## config.mk

```make
export PLATFORM = sky130hd
export DESIGN_NAME = packet_checksum_reassembler
export DESIGN_NICKNAME = d
export VERILOG_FILES = /design/src/rtl/pcr_pkg.sv /design/src/rtl/packet_checksum_reassembler.sv
export SDC_FILE = /design/constraint.sdc
export NUM_CORES = 1
export LEC_CHECK = 0
export BUFFER_PORTS_ARGS = -buffer_cell sky130_fd_sc_hd__buf_2
export CELL_PAD_IN_SITES_DETAIL_PLACEMENT = 0
export CELL_PAD_IN_SITES_GLOBAL_PLACEMENT = 1
export CORE_UTILIZATION = 45
export DETAILED_ROUTE_END_ITERATION = 10
export PLACE_DENSITY_LB_ADDON = 0.1
export SYNTH_ARGS = -nofsm -noshare
export SYNTH_HDL_FRONTEND = slang
export SYNTH_SLANG_ARGS = --single-unit
```

## constraint.sdc

```tcl
create_clock -name clk -period 6.12 [get_ports clk]
set_clock_uncertainty 0.2 [all_clocks]
set_input_delay 1.836 -clock clk [delete_from_list [all_inputs] [get_ports clk]]
set_output_delay 1.836 -clock clk [all_outputs]
set_load 0.02 [all_outputs]
```

## src/rtl/pcr_pkg.sv

```systemverilog
// ----------------------------------------------------------------------------
// pcr_pkg
// Shared constants, result type and header field map of the packet checksum
// reassembler.
// ----------------------------------------------------------------------------
package pcr_pkg;

	localparam int INDEX_BITS_DEF = 24;
	localparam int IDX_W          = 24;   // write_index, positions, lengths
	localparam int LEN_W          = 25;   // buffer length register
	localparam int FIELD_W        = 40;
	localparam int SUM_W          = 43;
	localparam int CNT_W          = 32;
	localparam int DATA_W         = 8;
	localparam int KIND_W         = 2;
	localparam int TDATA_OUT_W    = 72;

	localparam logic [LEN_W-1:0] MSG_LEN_RST = 25'd16777216;
	localparam logic [IDX_W-1:0] POS_MAX     = 24'hFFFFFF;
	localparam logic [32:0]      MOD_VAL     = 33'h0_FFFF_FFFF;

	// byte positions inside the header
	localparam logic [IDX_W-1:0] POS_FRAG_END = 24'd14;
	localparam logic [IDX_W-1:0] POS_TLEN_END = 24'd19;
	localparam logic [IDX_W-1:0] POS_FOLD     = 24'd20;
	localparam logic [IDX_W-1:0] POS_CSUM_END = 24'd23;
	localparam logic [IDX_W-1:0] HDR_LEN      = 24'd24;

	// result kinds
	localparam logic [KIND_W-1:0] KIND_WRITE  = 2'd0;
	localparam logic [KIND_W-1:0] KIND_STATUS = 2'd1;
	localparam logic [KIND_W-1:0] KIND_DONE   = 2'd2;

	// input action codes
	localparam logic ACT_BYTE   = 1'b0;
	localparam logic ACT_FINISH = 1'b1;

	// result queue
	localparam int QDEPTH = 4;
	localparam int QPTR_W = 2;
	localparam int QCNT_W = 3;

	typedef struct packed {
		logic [KIND_W-1:0] kind;
		logic [IDX_W-1:0]  write_index;
		logic [DATA_W-1:0] write_data;
		logic              accepted;
		logic [CNT_W-1:0]  accepted_count;
		logic              last;
	} result_t;

	// true when this position holds the last byte of one of the seven
	// summed header fields (5,5,1,1,3,2,3 bytes)
	function automatic logic field_end(input logic [IDX_W-1:0] pos);
		logic hit;
		case (pos)
			24'd4, 24'd9, 24'd10, 24'd11, 24'd14, 24'd16, 24'd19: hit = 1'b1;
			default: hit = 1'b0;
		endcase
		return hit;
	endfunction

endpackage

```

## src/rtl/packet_checksum_reassembler.sv

```systemverilog
// ----------------------------------------------------------------------------
// packet_checksum_reassembler
// Checks the header checksum of each packet and turns payload bytes of good
// packets into message buffer writes.
// ----------------------------------------------------------------------------
// Usage:
//   s_* carries one packet byte per beat (tuser = finish flag, tlast = last
//   byte of the packet). A finish beat ends the set of packets and reports
//   the count of accepted packets.
//   m_* carries results: message writes, one packet status per packet and a
//   set done per finish; tlast marks the final result of an input beat.
//   cfg_* writes the destination buffer length, between packets.
// Timing: the results of a beat are written into the output queue as the
//   beat is taken. Throughput is one input beat per cycle while s_tready
//   is high; a beat with two results sends them in turn on the single port.
// The results go through a four-entry queue; s_tready is high while two
//   entries are free, so a stalled receiver stops the input once three
//   results are waiting; beats without results pass until then.
// Reset clears the packet state, the count and the queue, and sets the
//   buffer length to 16777216.
// ----------------------------------------------------------------------------
module packet_checksum_reassembler #(
	parameter int INDEX_BITS = pcr_pkg::INDEX_BITS_DEF
) (
	input  logic                                  clk,
	input  logic                                  arst_n,
	input  logic                                  cfg_valid,
	output logic                                  cfg_ready,
	input  logic [pcr_pkg::LEN_W-1:0]             cfg_data,   // buffer length
	input  logic                                  s_tvalid,
	output logic                                  s_tready,
	input  logic [7:0]                            s_tdata,    // packet_byte
	input  logic [0:0]                            s_tuser,    // action
	input  logic                                  s_tlast,    // end_of_packet
	output logic                                  m_tvalid,
	input  logic                                  m_tready,
	// write_index[23:0], write_data[31:24], accepted[32],
	// accepted_count[64:33], zero fill
	output logic [pcr_pkg::TDATA_OUT_W-1:0]       m_tdata,
	output logic [pcr_pkg::KIND_W-1:0]            m_tuser,    // kind
	output logic                                  m_tlast     // last
);

	localparam int IW = pcr_pkg::IDX_W;
	localparam int LW = pcr_pkg::LEN_W;
	localparam logic [LW-1:0] LEN_CAP = LW'(1) << INDEX_BITS;

	logic [LW-1:0]                 msg_len_q;
	logic [IW-1:0]                 pos_q;
	logic [pcr_pkg::FIELD_W-1:0]   field_q;
	logic [pcr_pkg::SUM_W-1:0]     hsum_q;
	logic [IW-1:0]                 frag_q;
	logic [IW-1:0]                 tlen_q;
	logic                          pkt_ok_q;
	logic [INDEX_BITS-1:0]         nwi_q;
	logic [INDEX_BITS-1:0]         right_q;
	logic [pcr_pkg::CNT_W-1:0]     count_q;

	pcr_pkg::result_t              queue_q [pcr_pkg::QDEPTH];
	logic [pcr_pkg::QPTR_W-1:0]    wr_ptr_q;
	logic [pcr_pkg::QPTR_W-1:0]    rd_ptr_q;
	logic [pcr_pkg::QCNT_W-1:0]    qcnt_q;

	logic                          in_fire;
	logic                          out_fire;
	logic                          is_finish;
	logic [LW-1:0]                 eff_len;
	logic [pcr_pkg::FIELD_W-1:0]   field_next;
	logic                          in_hdr;
	logic                          do_write;
	logic                          hdr_pass;
	logic                          pkt_ok_next;
	logic [pcr_pkg::CNT_W-1:0]     count_next;
	logic [32:0]                   fold_sum;
	logic [32:0]                   fold_res;
	logic [IW-1:0]                 term_index;
	logic                          res_a_vld;
	logic                          res_b_vld;
	pcr_pkg::result_t              res_a;
	pcr_pkg::result_t              res_b;
	pcr_pkg::result_t              push_first;
	pcr_pkg::result_t              head;
	logic [1:0]                    n_push;

	assign cfg_ready = 1'b1;
	assign in_fire   = s_tvalid & s_tready;
	assign out_fire  = m_tvalid & m_tready;
	assign s_tready  = qcnt_q <= pcr_pkg::QCNT_W'(pcr_pkg::QDEPTH - 2);
	assign is_finish = s_tuser[0] == pcr_pkg::ACT_FINISH;

	assign eff_len    = (msg_len_q > LEN_CAP) ? LEN_CAP : msg_len_q;
	assign field_next = {field_q[pcr_pkg::FIELD_W-9:0], s_tdata};
	assign in_hdr     = pos_q < pcr_pkg::HDR_LEN;

	// checksum and offset check on the last header byte
	assign hdr_pass = (pos_q == pcr_pkg::POS_CSUM_END)
		&& ({11'd0, field_next[31:0]} == hsum_q)
		&& ((LW+1)'(frag_q) + (LW+1)'(2) <= (LW+1)'(eff_len));

	assign do_write = !in_hdr && pkt_ok_q && (pos_q < tlen_q)
		&& ((LW)'(nwi_q) + LW'(1) < eff_len);

	assign pkt_ok_next = pkt_ok_q | hdr_pass;
	assign count_next  = hdr_pass ? count_q + 1'b1 : count_q;

	// fold of the raw header sum mod 2^32-1
	assign fold_sum = {1'b0, hsum_q[31:0]} + 33'(hsum_q[pcr_pkg::SUM_W-1:32]);
	assign fold_res = (fold_sum >= pcr_pkg::MOD_VAL) ? fold_sum - pcr_pkg::MOD_VAL
		: fold_sum;

	assign term_index = IW'(right_q) + IW'(1);

	always_comb begin
		res_a = '0;
		res_b = '0;
		if (is_finish) begin
			res_a_vld                  = right_q != '0;
			res_a.kind                 = pcr_pkg::KIND_WRITE;
			res_a.write_index          = term_index;
			res_b_vld                  = 1'b1;
			res_b.kind                 = pcr_pkg::KIND_DONE;
			res_b.accepted_count       = count_q;
		end else begin
			res_a_vld                  = do_write;
			res_a.kind                 = pcr_pkg::KIND_WRITE;
			res_a.write_index          = IW'(nwi_q);
			res_a.write_data           = s_tdata;
			res_b_vld                  = s_tlast;
			res_b.kind                 = pcr_pkg::KIND_STATUS;
			res_b.accepted             = pkt_ok_next;
			res_b.accepted_count       = count_next;
		end
		res_b.last = 1'b1;
		push_first = res_a_vld ? res_a : res_b;
		push_first.last = !(res_a_vld && res_b_vld);
		n_push = {1'b0, res_a_vld} + {1'b0, res_b_vld};
		if (!in_fire)
			n_push = 2'd0;
	end

	always_ff @(posedge clk or negedge arst_n) begin
		if (!arst_n) begin
			msg_len_q <= pcr_pkg::MSG_LEN_RST;
		end else if (cfg_valid && cfg_ready) begin
			msg_len_q <= cfg_data;
		end
	end

	always_ff @(posedge clk or negedge arst_n) begin
		if (!arst_n) begin
			pos_q    <= '0;
			field_q  <= '0;
			hsum_q   <= '0;
			frag_q   <= '0;
			tlen_q   <= '0;
			pkt_ok_q <= 1'b0;
			nwi_q    <= '0;
			right_q  <= '0;
			count_q  <= '0;
		end else if (in_fire) begin
			if (is_finish || s_tlast) begin
				pos_q    <= '0;
				field_q  <= '0;
				hsum_q   <= '0;
				frag_q   <= '0;
				tlen_q   <= '0;
				pkt_ok_q <= 1'b0;
			end else begin
				if (pos_q != pcr_pkg::POS_MAX)
					pos_q <= pos_q + 1'b1;
				if (in_hdr) begin
					if (pcr_pkg::field_end(pos_q) || pos_q == pcr_pkg::POS_CSUM_END)
						field_q <= '0;
					else
						field_q <= field_next;
				end
				if (pcr_pkg::field_end(pos_q))
					hsum_q <= hsum_q + pcr_pkg::SUM_W'(field_next);
				if (pos_q == pcr_pkg::POS_FOLD)
					hsum_q <= pcr_pkg::SUM_W'(fold_res);
				if (pos_q == pcr_pkg::POS_FRAG_END)
					frag_q <= field_next[IW-1:0];
				if (pos_q == pcr_pkg::POS_TLEN_END)
					tlen_q <= field_next[IW-1:0];
				pkt_ok_q <= pkt_ok_next;
			end
			if (is_finish) begin
				nwi_q   <= '0;
				right_q <= '0;
				count_q <= '0;
			end else begin
				count_q <= count_next;
				if (hdr_pass)
					nwi_q <= frag_q[INDEX_BITS-1:0];
				if (do_write) begin
					nwi_q <= nwi_q + 1'b1;
					if (nwi_q > right_q)
						right_q <= nwi_q;
				end
			end
		end
	end

	// result queue, up to two pushes and one pop per cycle
	always_ff @(posedge clk) begin
		if (n_push != 2'd0)
			queue_q[wr_ptr_q] <= push_first;
		if (n_push == 2'd2)
			queue_q[wr_ptr_q + 1'b1] <= res_b;
	end

	always_ff @(posedge clk or negedge arst_n) begin
		if (!arst_n) begin
			wr_ptr_q <= '0;
			rd_ptr_q <= '0;
			qcnt_q   <= '0;
		end else begin
			wr_ptr_q <= wr_ptr_q + pcr_pkg::QPTR_W'(n_push);
			if (out_fire)
				rd_ptr_q <= rd_ptr_q + 1'b1;
			qcnt_q <= qcnt_q + pcr_pkg::QCNT_W'(n_push)
				- pcr_pkg::QCNT_W'(out_fire);
		end
	end

	assign head     = queue_q[rd_ptr_q];
	assign m_tvalid = qcnt_q != '0;
	assign m_tuser  = head.kind;
	assign m_tlast  = head.last;
	assign m_tdata  = {7'd0, head.accepted_count, head.accepted, head.write_data,
		head.write_index};

endmodule

```

* Yosys cells after proc, flatten, opt, wreduce, memory -nomap -nowiden
Memories as Yosys holds them, arrays and structs flattened.
Cells that the tools add are included.
** Operators by class
- Add/subtract/negate cells :: 15
- Order comparisons :: 8
- Equality and inequality tests :: 12
- Mux-type cells :: 42
- Bitwise operators :: 3
- Reductions and logical operators :: 29
** Operator list (count)
- 24-bit two-way mux :: 13
- 32-bit two-way mux :: 6
- 43-bit two-way mux :: 3
- 24-bit by 4-bit equality test with 1-bit output, second input constant :: 4
- 24-bit by 5-bit equality test with 1-bit output, second input constant :: 4
- 24-bit by 1-bit adder with 24-bit output, second input constant :: 3
- 68-bit two-way mux :: 1
- 43-bit by 40-bit adder with 43-bit output :: 1
- 32-bit by 43-bit equality test with 1-bit output :: 1
- 32-bit by 11-bit adder with 33-bit output :: 1
- 33-bit by 32-bit greater-or-equal comparator with 1-bit output, second input constant :: 1
- 33-bit two-way mux :: 1
- 33-bit by 32-bit subtractor with 33-bit output, second input constant :: 1
- 32-bit by 1-bit adder with 32-bit output, second input constant :: 1
- 24-bit by 1-bit adder with 25-bit output, second input constant :: 1
- 24-bit by 2-bit adder with 25-bit output, second input constant :: 1
- 25-bit > comparator, second input constant :: 1
- 25-bit <= comparator :: 1
- 25-bit < comparator :: 1
- 25-bit two-way mux :: 1
- 24-bit by 3-bit equality test with 1-bit output, second input constant :: 1
- 24-bit > comparator :: 1
- 24-bit < comparator :: 1
- 24-bit by 5-bit < comparator with 1-bit output, second input constant :: 1
- 22 further kinds :: 58
** Storage, ports and cells
- Register bits after elaboration :: 260
- RAM bits :: 272
- Bits of input ports :: 40
- Logic and storage cells :: 123
- Memories kept :: 1
** Memories
- queue_q :: words 4, width 68, read ports 1, clocked after memory_dff 0, write ports 2, line packet_checksum_reassembler.sv:59 : pcr_pkg::result_t queue_q [pcr_pkg::QDEPTH];

* Longest topological paths before layout
- Depth after elaboration :: 11
- Mapped depth :: 29
- Depth with buffers taken out :: 28

* Worst setup path after synthesis
No wires, ideal clock.
- Path kind :: reg2reg
- Start point :: register nwi_q[1]
- End point :: memory queue_q[0][10] (netlist name), enable pin
- Setup time :: 390 ps
- Arrival :: 5964 ps
- Path slack :: -433 ps
- Cell stages (with the launch flop) :: 26
- Period minus slack after synthesis :: 6553 ps
- Cells stage by stage :: dfrtp_1 -> ha_1 -> nand3_1 -> nor2_1 -> and3_1 -> and3_1 -> and3_1 -> nand2_1 -> nor2_1 -> nand4_1 -> xnor2_1 -> ha_1 -> nand4_1 -> nor4_1 -> o2111ai_1 -> a211o_1 -> and4_1 -> clkbuf_1 -> o22ai_2 -> inv_1 -> ha_1 -> o21ai_0 -> nor3_1 -> nor2_1 -> clkbuf_1 -> inv_1
** RTL lines
- start: declaration :: line packet_checksum_reassembler.sv:55 : logic [INDEX_BITS-1:0] nwi_q;
- start signal: assignment :: line packet_checksum_reassembler.sv:194 : nwi_q <= frag_q[INDEX_BITS-1:0];
- start signal: assignment :: line packet_checksum_reassembler.sv:196 : nwi_q <= nwi_q + 1'b1;
- end: declaration :: line packet_checksum_reassembler.sv:59

* Worst setup path in the final report
- Start point :: register nwi_q[0]
- End point :: register qcnt_q[2] (netlist name)
** Between the ends
- Word-level cells in the longest chain between the ends :: 8
** RTL lines
- 24-bit by 1-bit adder with 25-bit output :: line packet_checksum_reassembler.sv:101 : && ((LW)'(nwi_q) + LW'(1) < eff_len);
- 25-bit < comparator :: line packet_checksum_reassembler.sv:101
- 1-bit logical AND :: line packet_checksum_reassembler.sv:101
- 1-bit two-way mux :: line packet_checksum_reassembler.sv:116 : if (is_finish) begin
- 1-bit by 1-bit adder with 2-bit output :: line packet_checksum_reassembler.sv:136 : n_push = {1'b0, res_a_vld} + {1'b0, res_b_vld};
- 2-bit two-way mux :: line packet_checksum_reassembler.sv:137 : if (!in_fire)
- 3-bit by 2-bit adder with 3-bit output :: line packet_checksum_reassembler.sv:221 : qcnt_q <= qcnt_q + pcr_pkg::QCNT_W'(n_push)
- 3-bit by 1-bit subtractor with 3-bit output :: line packet_checksum_reassembler.sv:222 : - pcr_pkg::QCNT_W'(out_fire);
- end signal: assignment :: line packet_checksum_reassembler.sv:221
- end: declaration :: line packet_checksum_reassembler.sv:62 : logic [pcr_pkg::QCNT_W-1:0] qcnt_q;
No other way between the ends.
A chain may end at the register's enable or synchronous reset.

==> results.yml <==
status:
  outcome: "finished clean"
clock_network:
  cts.clk_slew.worst_paths_ps: 60
  clock-sinks: 532
  worstSkewPairLatency_ps: 660
  cts_tree: "yes"
  cts_max_level: 2
  clk_path_buf_depth: 3
  root_buffer: "clkbuf_16"
  cts-buffers-inserted: 59
sta:
  slew_headroom_pct: 20.6
  layout_setup_ws_ps: 329
  fin_crit_ps: 5790
  holdWs_ps: 251
  timing.fmax_ghz: 0.173
  setup_violations: 0
  tightest_slew_ps: 1190
  drv_slew: 0
  hold_viol: 0
  post-route-period-util_pct: 94.6
yosys:
  ys_warn_count: 0
  yosys.area.top_type: "dfrtp_1"
  synth_ff_type: "dfrtp_1"
  netlist_area_um2: 31000
  synthDominantCellAreaShare_pct: 20.9
  synth_edf_count: 140
  synth.distinct_cells: 103
  yosysMostFrequentCell: "nand2_1"
  synth_top_cells_by_area: "dfrtp_1 21%, edfxtp_1 14%, dfxtp_1 8.5%, ha_1 6.5%, mux4_2 4.9%"
  ys_ff_latch: 532
  synthesis.instances: 3223
  ys_seq_area_share_pct: 43.1
  synthArstFlopShare_pct: 48.9
  syn-mean-instance-area_um2: 9.61
  netlist_top_cells_count: "375 x nand2_1, 295 x nor2_1, 272 x o21ai_0"
place:
  place_area_um2: 32800
  io_buffer_count: 109
  hpwlAfterDp_mm: 68.7
  finalWeightedCongestion: 0.927
  placed_cells: 4109
  pre_cts_slack_ps: 37.3
layout:
  finalNonFillerCells: 4222
  finalNetCount: 3505
  diodes: 0
  fin_area_um2: 35100
  area_growth_pct: 13.4
  drive_above_1_share_pct: 14.8
floorplanning:
  fp.dieArea_um2: 69900
  io-pin-count: 118
  dieWidth_um: 264
  core_area_um2: 67600
  start_util_pct: 45.8
  die_h_um: 264
  std_cell_rows: 95
drt:
  drt-vias-per-instance: 6.02
  ant_nets: 0
  drc_errors: 0
  drtIter0Drc: 2109
  wl_per_cell_um: 22.7
  vias: 25429
  routed_wl_mm: 95.8
  drt_pass1_iterations: 6
job:
  cap_violations: 0
power_and_ir_drop:
  p_leak_uw: 0.0142
  p_per_area_nw_per_um2: 361
  peakVddDrop_mv: 0.306
worst_hold_path:
  worst_hold_path_type: "flop to flop"
global_route:
  first_global_vias: 24908
  antenna_found_initial: 0
  grt_max_degree: 94
  grt.total_usage_pct: 27.2
  grt_overflow: 0
  grt_pass1_wl_mm: 150
critical_path:
  crit_fanout: 6
  crit_path_end_kind: "flop"
  crit_path_start_kind: "flop"
  worst-endpoint-arrival_ps: 6130
  slowest_stage: "fa_1"
  required_ps: 6460
  slowest_delay_ps: 430
  cp_common_cell: "ha_1"
  crit_type: "flop to flop"
  crit_family: "simple AND/OR/NAND/NOR gates"
  cp_num_buf_inv: 3
through the flow:
stage	utilization, %	setup TNS [ps]	power, uW
4_1_cts	51.8	0	12800
5_1_grt	51.9	-2630	13300
3_3_place_gp	48.5	0	8650
6_report	51.9	0	12700
3_5_place_dp	48.5	0	8720
2_1_floorplan	-	0	7350
layout by cell type, fill, tap and decap left out, types with 11 or more instances in the layout:
cell type / netlist / routed
nor3_1: 66 / 64
xnor2_1: 137 / 136
a21o_1: 47 / 46
nand3_1: 115 / 115
dfrtp_1: 259 / 257
and3_1: 33 / 32
and2_1: 15 / 14
nor4_1: 40 / 38
o41ai_1: 13 / 13
inv_1: 104 / 99
clkbuf_16: 0 / 60
a22oi_1: 38 / 38
o31ai_1: 27 / 26
nor2_1: 295 / 288
ha_1: 161 / 160
mux2_2: 24 / 24
a211oi_1: 12 / 12
nor2b_1: 19 / 19
nand2b_1: 13 / 13
xor2_1: 62 / 62
and4_1: 12 / 11
buf_4: 9 / 82
bufinv_16: 0 / 13
nand2_1: 375 / 374
a21oi_1: 122 / 118
nand4_1: 55 / 55
edfxtp_1: 140 / 140
buf_2: 18 / 107
o21a_1: 16 / 16
buf_12: 0 / 13
a22o_1: 122 / 122
dfxtp_1: 132 / 132
or2_2: 11 / 11
mux2i_1: 14 / 14
or3_1: 17 / 17
mux4_2: 68 / 68
o22ai_1: 21 / 21
o21ai_0: 272 / 267
tightest hold or removal path, stage by stage, from the launching register on:
cell and delay [ps]:
dfxtp_1 320, nand2_1 40, o21ai_0 50
path summary, 6_finish.rpt:
check / slack, ps / to / from / depth (start not counted)
max in group asynchronous: 3590 / field_q[25] / arst_n / 2
min in group asynchronous: 990 / hsum_q[22] / arst_n / 1
setup reg to reg: 330 / qcnt_q[2] / nwi_q[0] / 28
setup / recovery: 330 / qcnt_q[2] / nwi_q[0] / 28
hold / removal: 250 / queue_q[2][41] / queue_q[2][41] / 2
hold reg to reg: 250 / queue_q[2][41] / queue_q[2][41] / 2
what timing repair did:
| item | in CTS | in global routing |
|---|---|---|
| hold buffers | 0 | 0 |
| setup buffers | 0 | 4 |
| setup endpoints to repair | 6 | 409 |
| gates resized for setup | 1 | 15 |
| pin swaps | 0 | 2 |
cells by family (layout without fill, tap and decap cells):
family / after synthesis / count (layout) / synth area share, %
AO/OA/AOI/OAI: 816 / 816 / 17.8
other: 2 / 8 / 0.0242
adder cells (fa/ha/maj): 165 / 165 / 6.73
flip-flops: 532 / 532 / 43.1
multiplexers: 106 / 106 / 6.27
AND/OR/NAND/NOR: 1102 / 1102 / 16.6
buffers and inverters: 300 / 420 / 3.82
XOR/XNOR: 200 / 200 / 5.68
sequential cells by signal, indices dropped and copies added (netlist names):
register and count:
count_q 32, field_q 32, frag_q 24, hsum_q 43, msg_len_q 25, nwi_q 24, pkt_ok_q 1, pos_q 24
qcnt_q 3, queue_q 272, rd_ptr_q 2, right_q 24, tlen_q 24, wr_ptr_q 2
layout make-up:
class,instances,area [um2]
Tap cell,873,1090
Timing Repair Buffer,207,1470
Fill cell,6134,32500
Sequential cell,532,13400
Inverter,104,405
Clock inverter,37,589
Clock buffer,72,1620
Multi-Input combinational cell,2397,16600
where the power goes:
part           internal [uW]  switching [uW]  total (uW)  leakage, uW
clock                   2440            1590        4030      0.00107
combinational           1570            2230        3790      0.00734
sequential              4240             634        4880      0.00578
routing by layer:
metal,track usage (%),wire length [um],vias up
li1,-,-,11925
met1,38.5,43700,12677
met2,45.1,45800,705
met3,2.87,4550,122
met4,6.11,1800,0
met5,0,0,-
No activity file was read; power rests on OpenSTA's default activity.
